[config.mk]
export PLATFORM = sky130hd
export DESIGN_NAME = diff_drive_odometry
export DESIGN_NICKNAME = d
export VERILOG_FILES = /design/src/design/ddo_pkg.sv /design/src/design/ddo_serial_mul.sv /design/src/design/diff_drive_odometry.sv
export SDC_FILE = /design/constraint.sdc
export NUM_CORES = 2
export LEC_CHECK = 0
export BUFFER_PORTS_ARGS = -buffer_cell sky130_fd_sc_hd__clkbuf_2
export CELL_PAD_IN_SITES_DETAIL_PLACEMENT = 1
export CELL_PAD_IN_SITES_GLOBAL_PLACEMENT = 2
export CORE_MARGIN = 1.5
export CORE_UTILIZATION = 39
export DETAILED_ROUTE_END_ITERATION = 16
export PLACE_DENSITY_LB_ADDON = 0.25
export SYNTH_ARGS = -nofsm -noshare
export SYNTH_HDL_FRONTEND = slang
export SYNTH_SLANG_ARGS = --single-unit
[constraint.sdc]
create_clock -name clock -period 7.48 [get_ports clock]
set_input_delay 1.496 -clock clock [delete_from_list [all_inputs] [get_ports clock]]
set_output_delay 1.496 -clock clock [all_outputs]
set_load 0.005 [all_outputs]
[src/design/ddo_pkg.sv]
// ----------------------------------------------------------------------------
// ddo_pkg
// Types and constants shared by the odometry datapath.
// ----------------------------------------------------------------------------
package ddo_pkg;

   localparam int ATAN_LEN   = 24;
   localparam int INV_GAIN   = 9949;
   localparam int RADIUS_RST = 1966;

   typedef enum logic [1:0] {
      CSR_WHEEL_RADIUS = 2'd0
   } csr_index_type;

   typedef enum logic [2:0] {
      ST_IDLE,
      ST_ROTATE,
      ST_MUL_X,
      ST_MUL_Y,
      ST_DONE
   } state_type;

   // arctangent of 2^-i, 2^32 per turn
   function automatic logic [31:0] atan_turn(input logic [4:0] i);
      logic [31:0] r;
      unique case (i)
         5'd0:  r = 32'd536870912;
         5'd1:  r = 32'd316933406;
         5'd2:  r = 32'd167458907;
         5'd3:  r = 32'd85004756;
         5'd4:  r = 32'd42667331;
         5'd5:  r = 32'd21354465;
         5'd6:  r = 32'd10680862;
         5'd7:  r = 32'd5340757;
         5'd8:  r = 32'd2670675;
         5'd9:  r = 32'd1335087;
         5'd10: r = 32'd667544;
         5'd11: r = 32'd333772;
         5'd12: r = 32'd166886;
         5'd13: r = 32'd83443;
         5'd14: r = 32'd41722;
         5'd15: r = 32'd20861;
         5'd16: r = 32'd10430;
         5'd17: r = 32'd5215;
         5'd18: r = 32'd2608;
         5'd19: r = 32'd1304;
         5'd20: r = 32'd652;
         5'd21: r = 32'd326;
         5'd22: r = 32'd163;
         5'd23: r = 32'd81;
         default: r = 32'd0;
      endcase
      return r;
   endfunction

endpackage

[src/design/ddo_serial_mul.sv]
// ----------------------------------------------------------------------------
// ddo_serial_mul
// Shift-and-add signed multiplier, one multiplier bit per cycle.
// ----------------------------------------------------------------------------
module ddo_serial_mul #(
   parameter int AW = 18,
   parameter int BW = 33
) (
   input  logic                 clock,
   input  logic                 reset,
   input  logic                 start,
   input  logic signed [AW-1:0] a,
   input  logic signed [BW-1:0] b,
   output logic                 done,
   output logic signed [AW+BW-1:0] product
);
   localparam int PW = AW + BW;
   localparam int CW = $clog2(BW + 1);

   logic signed [PW-1:0] acc_ff, acc_in;
   logic signed [PW-1:0] mcand_ff, mcand_in;
   logic [BW-1:0]        mplier_ff, mplier_in;
   logic [CW-1:0]        count_ff, count_in;
   logic                 busy_ff, busy_in;
   logic                 done_ff, done_in;

   always_comb begin
      acc_in    = acc_ff;
      mcand_in  = mcand_ff;
      mplier_in = mplier_ff;
      count_in  = count_ff;
      busy_in   = busy_ff;
      done_in   = 1'b0;
      if (start) begin
         acc_in    = '0;
         mcand_in  = PW'(a);
         mplier_in = b;
         count_in  = '0;
         busy_in   = 1'b1;
      end else if (busy_ff) begin
         // top bit of a two's complement multiplier has negative weight
         if (mplier_ff[0]) begin
            if (count_ff == CW'(BW - 1)) acc_in = acc_ff - mcand_ff;
            else                          acc_in = acc_ff + mcand_ff;
         end
         mcand_in  = mcand_ff <<< 1;
         mplier_in = mplier_ff >> 1;
         count_in  = count_ff + 1'b1;
         if (count_ff == CW'(BW - 1)) begin
            busy_in = 1'b0;
            done_in = 1'b1;
         end
      end
   end

   always_ff @(posedge clock) begin
      if (reset) begin
         busy_ff <= 1'b0;
         done_ff <= 1'b0;
      end else begin
         busy_ff <= busy_in;
         done_ff <= done_in;
      end
      acc_ff    <= acc_in;
      mcand_ff  <= mcand_in;
      mplier_ff <= mplier_in;
      count_ff  <= count_in;
   end

   assign done    = done_ff;
   assign product = acc_ff;
endmodule

[src/design/diff_drive_odometry.sv]
// ----------------------------------------------------------------------------
// diff_drive_odometry
// Dead-reckoning pose tracker for a differential-drive base.
// ----------------------------------------------------------------------------
// One tick is handled at a time. A tick runs CORDIC_STEPS CORDIC rotation
// steps, then four 18-by-33 bit-serial multiplies on the one shared serial
// multiplier (radius times cosine, that times the wheel sum, then the same for
// sine), then loads the output register. A new tick is taken only once the
// pose has been loaded and the datapath is back in idle. The output register
// holds one finished pose; the datapath only waits when the next pose is ready
// while the previous one has not yet been transferred.
module diff_drive_odometry #(
   parameter int CORDIC_STEPS = 16
) (
   input  logic        clock,
   input  logic        reset,
   input  logic        req_tvalid,
   output logic        req_tready,
   // [31:0] left_wheel_angle, [63:32] right_wheel_raw, [79:64] yaw_angle
   input  logic [79:0] req_tdata,
   output logic        rsp_tvalid,
   input  logic        rsp_tready,
   // [31:0] x_position, [63:32] y_position, [79:64] heading
   output logic [79:0] rsp_tdata,
   input  logic        csr_psel,
   input  logic        csr_penable,
   input  logic        csr_pwrite,
   input  logic [2:0]  csr_paddr,
   input  logic [31:0] csr_pwdata,
   output logic [31:0] csr_prdata,
   output logic        csr_pready
);
   import ddo_pkg::*;

   localparam int SW = $clog2(CORDIC_STEPS + 1);

   state_type state_ff, state_in;

   logic [15:0] radius_ff;
   logic [31:0] last_l_ff, last_r_ff;
   logic [15:0] last_yaw_ff, theta_ff;
   logic        first_ff;
   logic signed [31:0] pose_x_ff, pose_y_ff;
   logic signed [32:0] sum_ff;
   logic [15:0] dyaw_ff;
   logic signed [17:0] cx_ff, cy_ff;
   logic signed [31:0] cz_ff;
   logic        flip_ff;
   logic [SW-1:0] step_ff;
   logic        phase_ff; // 0: rc product, 1: step product
   logic        rsp_valid_ff;
   logic [79:0] rsp_data_ff;

   // serial multiplier
   logic               mul_start, mul_done;
   logic signed [17:0] mul_a;
   logic signed [32:0] mul_b;
   logic signed [50:0] mul_p;

   ddo_serial_mul #(.AW(18), .BW(33)) u_mul (
      .clock(clock), .reset(reset), .start(mul_start), .a(mul_a), .b(mul_b),
      .done(mul_done), .product(mul_p)
   );

   wire csr_hit  = ({1'b0, csr_paddr[2]} == CSR_WHEEL_RADIUS);
   wire csr_wr   = csr_psel && csr_penable && csr_pwrite;
   wire req_xfer = req_tvalid && req_tready;
   // output register free for a new pose
   wire rsp_free = !rsp_valid_ff || rsp_tready;
   wire rsp_load = (state_ff == ST_DONE) && rsp_free;
   assign csr_pready = 1'b1;
   assign csr_prdata = csr_hit ? {16'd0, radius_ff} : 32'd0;
   assign req_tready = (state_ff == ST_IDLE);
   assign rsp_tvalid = rsp_valid_ff;
   assign rsp_tdata  = rsp_data_ff;

   // next state
   always_comb begin
      state_in = state_ff;
      unique case (state_ff)
         ST_IDLE:   if (req_xfer) state_in = ST_ROTATE;
         ST_ROTATE: if (step_ff == SW'(CORDIC_STEPS - 1)) state_in = ST_MUL_X;
         ST_MUL_X:  if (mul_done && phase_ff) state_in = ST_MUL_Y;
         ST_MUL_Y:  if (mul_done && phase_ff) state_in = ST_DONE;
         ST_DONE:   if (rsp_free) state_in = ST_IDLE;
         default:   state_in = ST_IDLE;
      endcase
   end

   logic signed [17:0] xs, ys, nx, ny, cordic_fin_x;
   logic signed [31:0] nz, at;

   // multiplier sequencing
   logic signed [50:0] rc_round, st_round;
   logic signed [36:0] rc16_w;
   logic signed [33:0] dstep;
   logic signed [17:0] trig;
   always_comb begin
      mul_start = 1'b0;
      trig      = (state_ff == ST_MUL_Y) ? cy_ff : cx_ff;
      mul_a     = trig;
      mul_b     = {17'd0, radius_ff};
      rc_round  = mul_p + 51'sd8192;
      st_round  = mul_p + 51'sd65536;
      rc16_w    = rc_round[50:14];
      dstep     = st_round[50:17];
      unique case (state_ff)
         ST_ROTATE: mul_start = (step_ff == SW'(CORDIC_STEPS - 1));
         ST_MUL_X, ST_MUL_Y: begin
            if (mul_done && !phase_ff) begin
               mul_start = 1'b1;
               mul_a = rc16_w[17:0];
               mul_b = sum_ff;
            end else if (mul_done && phase_ff && state_ff == ST_MUL_X) begin
               mul_start = 1'b1;
               mul_a = cy_ff;
               mul_b = {17'd0, radius_ff};
            end
         end
         default: ;
      endcase
      // rotate-to-mul_x start uses the final cosine, supplied below
      if (state_ff == ST_ROTATE) mul_a = cordic_fin_x;
   end

   // cordic iteration
   always_comb begin
      xs = cx_ff >>> step_ff;
      ys = cy_ff >>> step_ff;
      at = $signed(atan_turn(5'(step_ff)));
      if (!cz_ff[31]) begin
         nx = cx_ff - ys; ny = cy_ff + xs; nz = cz_ff - at;
      end else begin
         nx = cx_ff + ys; ny = cy_ff - xs; nz = cz_ff + at;
      end
      cordic_fin_x = flip_ff ? -nx : nx;
   end

   function automatic logic signed [31:0] sat_add(input logic signed [31:0] p,
                                                  input logic signed [33:0] d);
      logic signed [34:0] s;
      s = 35'(p) + 35'(d);
      if (s > 35'sd2147483647)       return 32'sh7fffffff;
      else if (s < -35'sd2147483648) return 32'sh80000000;
      else                           return s[31:0];
   endfunction

   logic [31:0] in_l, in_r, dl, dr, ang;
   logic [15:0] in_yaw, dy_w;
   always_comb begin
      in_l   = req_tdata[31:0];
      in_r   = 32'd0 - req_tdata[63:32];
      in_yaw = req_tdata[79:64];
      dl     = in_l - last_l_ff;
      dr     = in_r - last_r_ff;
      dy_w   = first_ff ? 16'd0 : in_yaw - last_yaw_ff;
      ang    = {theta_ff, 16'd0};
   end

   always_ff @(posedge clock) begin
      if (reset) begin
         state_ff     <= ST_IDLE;
         radius_ff    <= 16'(RADIUS_RST);
         last_l_ff    <= '0;
         last_r_ff    <= '0;
         last_yaw_ff  <= '0;
         first_ff     <= 1'b1;
         pose_x_ff    <= '0;
         pose_y_ff    <= '0;
         theta_ff     <= '0;
         rsp_valid_ff <= 1'b0;
         phase_ff     <= 1'b0;
      end else begin
         state_ff <= state_in;
         if (csr_wr && csr_hit) radius_ff <= csr_pwdata[15:0];
         if (rsp_load)                        rsp_valid_ff <= 1'b1;
         else if (rsp_valid_ff && rsp_tready) rsp_valid_ff <= 1'b0;
         unique case (state_ff)
            ST_IDLE: if (req_xfer) begin
               last_l_ff   <= in_l;
               last_r_ff   <= in_r;
               last_yaw_ff <= in_yaw;
               first_ff    <= 1'b0;
               sum_ff      <= 33'($signed(dl)) + 33'($signed(dr));
               dyaw_ff     <= dy_w;
               step_ff     <= '0;
               cx_ff       <= 18'(INV_GAIN);
               cy_ff       <= '0;
               if (ang >= 32'h40000000 && ang < 32'hC0000000) begin
                  flip_ff <= 1'b1;
                  cz_ff   <= $signed(ang - 32'h80000000);
               end else begin
                  flip_ff <= 1'b0;
                  cz_ff   <= $signed(ang);
               end
            end
            ST_ROTATE: begin
               step_ff  <= step_ff + 1'b1;
               phase_ff <= 1'b0;
               if (step_ff == SW'(CORDIC_STEPS - 1)) begin
                  cx_ff <= flip_ff ? -nx : nx;
                  cy_ff <= flip_ff ? -ny : ny;
               end else begin
                  cx_ff <= nx; cy_ff <= ny; cz_ff <= nz;
               end
            end
            ST_MUL_X, ST_MUL_Y: if (mul_done) begin
               phase_ff <= !phase_ff;
               if (phase_ff) begin
                  if (state_ff == ST_MUL_X) pose_x_ff <= sat_add(pose_x_ff, dstep);
                  else                       pose_y_ff <= sat_add(pose_y_ff, dstep);
               end
            end
            ST_DONE: if (rsp_free) begin
               theta_ff    <= theta_ff + dyaw_ff;
               rsp_data_ff <= {theta_ff + dyaw_ff, pose_y_ff, pose_x_ff};
            end
            default: ;
         endcase
      end
   end
endmodule

Yosys cells after proc, flatten, opt, wreduce, memory -nomap -nowiden
Memory sizes are Yosys's and may differ from the RTL's. A register that Yosys moved wholly into a read port is not among the register bits.
Cells that the tools add are included.
{"block": "word_totals", "regBits": 528, "rom_bits": 960, "in_bits": 122, "output_inout_bits": 115, "word_cells": 158, "memories": 1}
{"block": "classes", "add_sub_neg": 23, "order_cmp": 6, "eq_ne": 13, "shift": 2, "mux": 53, "n_bitwise": 4, "n_reduce_logical": 31}
{"name": "(name not given)", "words": 32, "word_bits": 30, "read_ports": 1, "rd_clocked_by_memory_dff": 1, "write_ports": 0, "line": "ddo_pkg.sv:26", "source": "unique case (i)"}
{"operator": "$mux 32", "n": 8}
{"operator": "$mux 18", "n": 13}
{"operator": "$mux 51", "n": 3}
{"operator": "$mux 33", "n": 4}
{"operator": "$sub 32x32->32", "n": 3}
{"operator": "$pmux 18 s2", "n": 2}
{"operator": "$add 32x34->35", "n": 2}
{"operator": "$gt 35x32->1 const B", "n": 2}
{"operator": "$lt 35x32->1 const B", "n": 2}
{"operator": "$pmux 32 s2", "n": 1}
{"operator": "$add 51x18->51 const B", "n": 1}
{"operator": "$add 51x51->51", "n": 1}
{"operator": "$sub 51x51->51", "n": 1}
{"operator": "$add 18x18->18", "n": 2}
{"operator": "$neg 18->18", "n": 2}
{"operator": "$sshr 18x5->18", "n": 2}
{"operator": "$sub 18x18->18", "n": 2}
{"operator": "$add 32x32->33", "n": 1}
{"operator": "$add 32x15->32 const B", "n": 1}
{"operator": "$add 32x32->32", "n": 1}
{"operator": "$ge 32x31->1 const B", "n": 1}
{"operator": "$lt 32x32->1 const B", "n": 1}
{"operator": "$sub 1x32->32 const A", "n": 1}
{"operator": "$sub 32x32->32 const B", "n": 1}
{"operator": "other kinds (30)", "n": 74}

Logic depth before layout (Yosys ltp)
{"block": "depth", "ltp_word": 7, "depth_mapped": 28, "depth_no_buf": 28}

Modules after synthesis
Synthesis repeated with hierarchy kept, for this count alone.
{"block": "unflattened", "cells_unflattened": 5103, "area_unflattened_um2": 43472.9}
{"mod": "diff_drive_odometry", "instances": 1, "cells_per_inst": 4030, "area_each_um2": 33862.5, "seq_area_each_um2": 10339.9}
{"mod": "ddo_serial_mul", "instances": 1, "cells_per_inst": 1073, "area_each_um2": 9610.5, "seq_area_each_um2": 3703.6}

Worst setup path before layout
Ideal clock, no wire load.
{"block": "synth_path", "path_type": "input to register", "from": "in req_tdata[35]", "to": "reg sum_ff[31], data pin", "setup_ns": 0.258, "arrival_ns": 6.170, "required_time_ns": 7.222, "slack_ns": 1.053, "cell_stages": 23, "n_path_buf": 0, "path_cell_list": "or3_1 nor2_1 nand2_1 nor4_1 xnor2_1 ha_1 nand2_1 a2111oi_0 o2111ai_1 a31oi_1 o21ai_0 nand2b_1 xor2_1 ha_1 nand4_1 nor3_1 inv_1 o311a_1 a311o_1 a31oi_1 o21a_1 nor2_1 xnor2_1"}
{"block": "synth_via", "elab_chain_len": 3}
{"element": "start: declaration", "line": "diff_drive_odometry.sv:20", "source": "input logic [79:0] req_tdata,"}
{"element": "$sub 1x32->32", "line": "diff_drive_odometry.sv:152", "source": "in_r = 32'd0 - req_tdata[63:32];"}
{"element": "via in_r[9]", "line": "diff_drive_odometry.sv:148", "source": "logic [31:0] in_l, in_r, dl, dr, ang;"}
{"element": "$sub 32x32->32", "line": "diff_drive_odometry.sv:155", "source": "dr = in_r - last_r_ff;"}
{"element": "$add 32x32->33", "line": "diff_drive_odometry.sv:184", "source": "sum_ff <= 33'($signed(dl)) + 33'($signed(dr));"}
{"element": "end signal: assignment", "line": "diff_drive_odometry.sv:184"}
{"element": "end: declaration", "line": "diff_drive_odometry.sv:44", "source": "logic signed [32:0] sum_ff;"}
The timed path passes the listed nets, and every way through them passes these cells.
A chain may end at the register's enable or synchronous reset.

Worst setup path in the final report
{"block": "layout_path", "from": "reg step_ff[1]", "to": "reg u_mul.mcand_ff[15], data pin"}
{"block": "layout_via", "elab_chain_len": 7, "elab_cells_between_ends": 10, "cone_classes": "add/sub (3); eq/ne (1); shift (1); mux (5)"}
{"element": "start: declaration", "line": "diff_drive_odometry.sv:49", "source": "logic [SW-1:0] step_ff;"}
{"element": "start signal: assignment", "line": "diff_drive_odometry.sv:198", "source": "step_ff <= step_ff + 1'b1;"}
{"element": "$sshr 18x5->18", "line": "diff_drive_odometry.sv:129", "source": "ys = cy_ff >>> step_ff;"}
{"element": "$sub 18x18->18 / $add 18x18->18 (equally long branches)", "line": "diff_drive_odometry.sv:132, diff_drive_odometry.sv:134"}
{"element": "$mux 18", "line": "diff_drive_odometry.sv:131", "source": "if (!cz_ff[31]) begin"}
{"element": "$neg 18->18", "line": "diff_drive_odometry.sv:136", "source": "cordic_fin_x = flip_ff ? -nx : nx;"}
{"element": "$mux 18", "line": "diff_drive_odometry.sv:136"}
{"element": "$mux 18", "line": "diff_drive_odometry.sv:123", "source": "if (state_ff == ST_ROTATE) mul_a = cordic_fin_x;"}
{"element": "$mux 51 *", "line": "ddo_serial_mul.sv:34", "source": "if (start) begin"}
{"element": "via u_mul.mcand_in[15]", "line": "ddo_serial_mul.sv:21", "source": "logic signed [PW-1:0] mcand_ff, mcand_in;"}
{"element": "end signal: assignment", "line": "ddo_serial_mul.sv:65", "source": "mcand_ff <= mcand_in;"}
{"element": "end: declaration", "line": "ddo_serial_mul.sv:21"}
The timed path passes the listed nets; every way through them passes the cells marked *.

==> metrics.md <==
| Metric | Value |
|---|---|
| Root buffer cell | `clkbuf_16` |
| Final Max Slew Viols | `0` |
| WL final | `124.3 mm` |
| Req. time, crit path | `7.89 ns` |
| Synth-to-layout area growth | `11.32%` |
| Fmax | `0.1414 GHz` |
| CP Capture Type | `register` |
| WHS Endpoint | `last_r_ff[28]` |
| Startpoint types | `register` |
| Clock Skew | `0.03327 ns` |
| CTS HTree Levels | `3` |
| Post-synthesis adder-cell area fraction | `10.19%` |
| Area occupied by multi-input gates | `26,910 um2` |
| Synth Cell Area | `42,540 um2` |
| Hold path cells | `2` |
| Number of global-route vias before repair | `37,160` |
| Post-synth ARST share | `0%` |
| Peak VDD IR | `0.1624 mV` |
| Initial DRC Count | `1,720` |
| Total congestion overflow | `0` |
| Synth Area in XOR/XNOR | `9.524%` |
| Post-CTS Setup Repair Bufs | `0` |
| Hold Crit Start | `last_r_ff[28]` |
| Core area | `107,700 um2` |
| Synth Instances | `5,067` |
| Routability Congestion | `0.8853` |
| Main synth FF type | `edfxtp_1` |
| Status | `complete, no violations` |
| Wire per inst | `18.70 um` |
| Global Route Usage Sum | `22.08%` |
| Critical R2R Launch | `step_ff[1]` |
| Worst R2R Path Depth | `19` |
| CTS tree | `done` |
| # IOs | `237` |
| Worst-path maximum fanout | `16` |
| Clock Pin Slew Worst Setup and Hold Paths | `0.06 ns` |
| Global-route wire length before repair | `201.0 mm` |
| Setup TNS | `0 ns` |
| Power, Total | `0.01140 W` |
| PortBufs | `201` |
| Post-route ant nets | `0` |
| Slew headroom | `20.50%` |
| Worst hold path type | `reg2reg` |
| Post-synth EDFFs | `287` |
| Initial antenna violation count | `2` |
| # diodes | `0` |
| Sequential area share after synthesis | `33.01%` |
| Top cells by area, synth | `edfxtp_1 (20%), dfxtp_1 (13%), ha_1 (9.7%)` |
| Final Hold Fails | `0` |
| Dpl hpwl | `94.24 mm` |
| MaxCap Viol Count | `0` |
| Multiplexer area fraction after synthesis | `3.377%` |
| Largest net degree at the start of global routing | `85` |
| Die Area | `111,100 um2` |
| Num rows | `120` |
| Clock Path Buffers | `3` |
| Total CTS buffers | `72` |
| Area fraction in compound gates after synthesis | `20.73%` |
| Vias per cell | `5.569` |
| Yosys cell types | `78` |
| Power per cell area | `240.7 nW/um2` |
| Simple-gate share of the synthesized area | `19.07%` |
| Final Setup Violations | `0` |
| CTS Sinks | `558` |
| Leak pwr | `18.91 nW` |
| Worst r2r dst | `u_mul.mcand_ff[15]` |
| Largest family of logic cells by synthesized area | `compound AO/OA/AOI/OAI gates` |
| FF+latch area | `14,040 um2` |
| FILL cells | `12,850` |
| Unrepaired setup endpoints after global routing | `no` |
| First-pass detailed-route iteration total | `5` |
| Vias | `37,030` |
| Post-synth top area share | `20.26%` |
| Die height | `333.3 um` |
| # resized after CTS | `0` |
| Layout cells sized above 1 | `9.207%` |
| R2R Setup Slk | `0.41 ns` |
| Fin crit share | `94.56%` |
| Chip width | `333.3 um` |
| Synth Register Bits | `558` |
| Synth Warn # | `0` |
| Critical path class | `reg2reg` |
| Tmin final | `7.073 ns` |
| Hold-fix buffers, CTS | `0` |
| Final nets | `5,650` |
| Worst slew pin tran | `1.190 ns` |
| Clock Latency Late Sink | `0.66 ns` |
| CP arrival | `7.48 ns` |
| Synth area leader | `edfxtp_1` |
| Initial Util | `39.51%` |
| Syn avg cell area | `8.395 um2` |
| Detailed-route DRC error count | `0` |
## worst max path at each step
stage                         endpoint  cells past startpoint     startpoint
detailed placement          sum_ff[31]                     26  req_tdata[35]
global placement            sum_ff[31]                     25  req_tdata[35]
CTS                 u_mul.mcand_ff[15]                     19     step_ff[1]
finish              u_mul.mcand_ff[15]                     19     step_ff[1]
global route        u_mul.mcand_ff[15]                     19     step_ff[1]
floorplan                   sum_ff[31]                     23  req_tdata[35]
## report_power, final
part / switching (W) / internal (W) / leakage [nW]
Combinational: 0.00243 / 0.00171 / 12.9
Clock: 0.00148 / 0.00206 / 1.16
Sequential: 0.000222 / 0.00349 / 4.87
## metal layers
metal / vias to the layer above / global-route usage, % / wire [um]
li1: 18470 / - / -
met1: 17800 / 30.09 / 59730
met2: 596 / 36.02 / 56250
met3: 161 / 3.884 / 5720
met4: 2 / 5.615 / 2627
met5: - / 0 / 13
## worst max-delay path, cell delays in order (launching register included)
cell and delay, ns:
edfxtp_1 0.84, mux4_2 0.59, mux2_2 0.27, mux4_2 0.53, inv_1 0.09, ha_1 0.22, nor2_1 0.09, a21oi_1 0.08
ha_1 0.34, a211oi_1 0.33, o21bai_1 0.13, a211o_1 0.33, a2111oi_0 0.75, and2_1 0.29, or3b_2 0.52, or4b_2 0.63
nor3_1 0.24, nor2_1 0.10, xnor2_1 0.13, a221o_1 0.32
## cell type report
cell class / instances / area share [%]
clock inverter: 44 / 0.9407
sequential: 558 / 29.66
timing repair buffer: 261 / 3.089
clock buffer: 88 / 4.082
inverter: 213 / 1.688
multi-input combinational: 4082 / 56.83
tap: 1403 / 3.707
## state kept, by name (all words and copies together), names as in the netlist, 33 cells and up
register         flops
u_mul.mplier_ff     33
u_mul.mcand_ff      51
sum_ff              33
u_mul.product       51
rsp_tdata           80
## stage by stage
step / utilization (%) / worst slack (ns) / instance area, um2 / hold WS (ns) / cells
CTS: 43.99 / 0.4929 / 47350 / 0.4541 / 6649
finish: 43.99 / 0.4072 / 47350 / 0.4515 / 6649
detailed placement: 41.78 / 0.2431 / 44970 / 0.4468 / 6517
global route: 43.99 / 0.05693 / 47350 / 0.4681 / 6649
global placement: 41.78 / 0.2757 / 44970 / 0.4416 / 6517
floorplan: - / 1.053 / 42590 / 0.4362 / 5082
## logic make-up (layout without fill, tap and decap cells)
kind of cell	count (synthesis)	after routing
adder cells (fa/ha/maj)	340	340
XOR/XNOR	461	461
flip-flops	558	558
AND/OR/NAND/NOR	1761	1761
other	2	17
multiplexers	103	103
buffers and inverters	442	606
AO/OA/AOI/OAI	1400	1400
## synth_stat cells, drive strengths merged (31+ instances only)
master	n
dfxtp	271
a21o	117
o21ai	274
mux4	31
a21oi	485
inv	210
buf	43
nor2	472
ha	329
nand4	47
xnor2	273
edfxtp	287
clkbuf	186
o21bai	40
a31oi	41
o21a	83
nand2	644
a311oi	35
mux2i	58
nor2b	65
nor3	123
nand3	99
xor2	187
and3	47
or3	38
nand2b	70
a211oi	79
## layout by cell type, fill, tap and decap left out, types with 27 or more instances in the layout
master     instances
a21o_1           117
mux4_2            31
nor4_1            27
o21ai_0          272
a211oi_1          79
nand4_1           47
nor2_1           465
buf_4             60
xnor2_1          273
nand2b_1          69
o21bai_1          40
ha_1             329
xor2_1           187
dfxtp_1          271
a311oi_1          35
nor3_1           122
inv_1            210
or3_1             38
edfxtp_1         287
nand3_1           99
mux2i_1           58
clkbuf_2         200
o21a_1            83
a21oi_1          485
clkbuf_16         73
nor2b_1           65
and3_1            47
a31oi_1           41
nand2_1          641
Note: power is estimated with default switching activity, not from simulation.
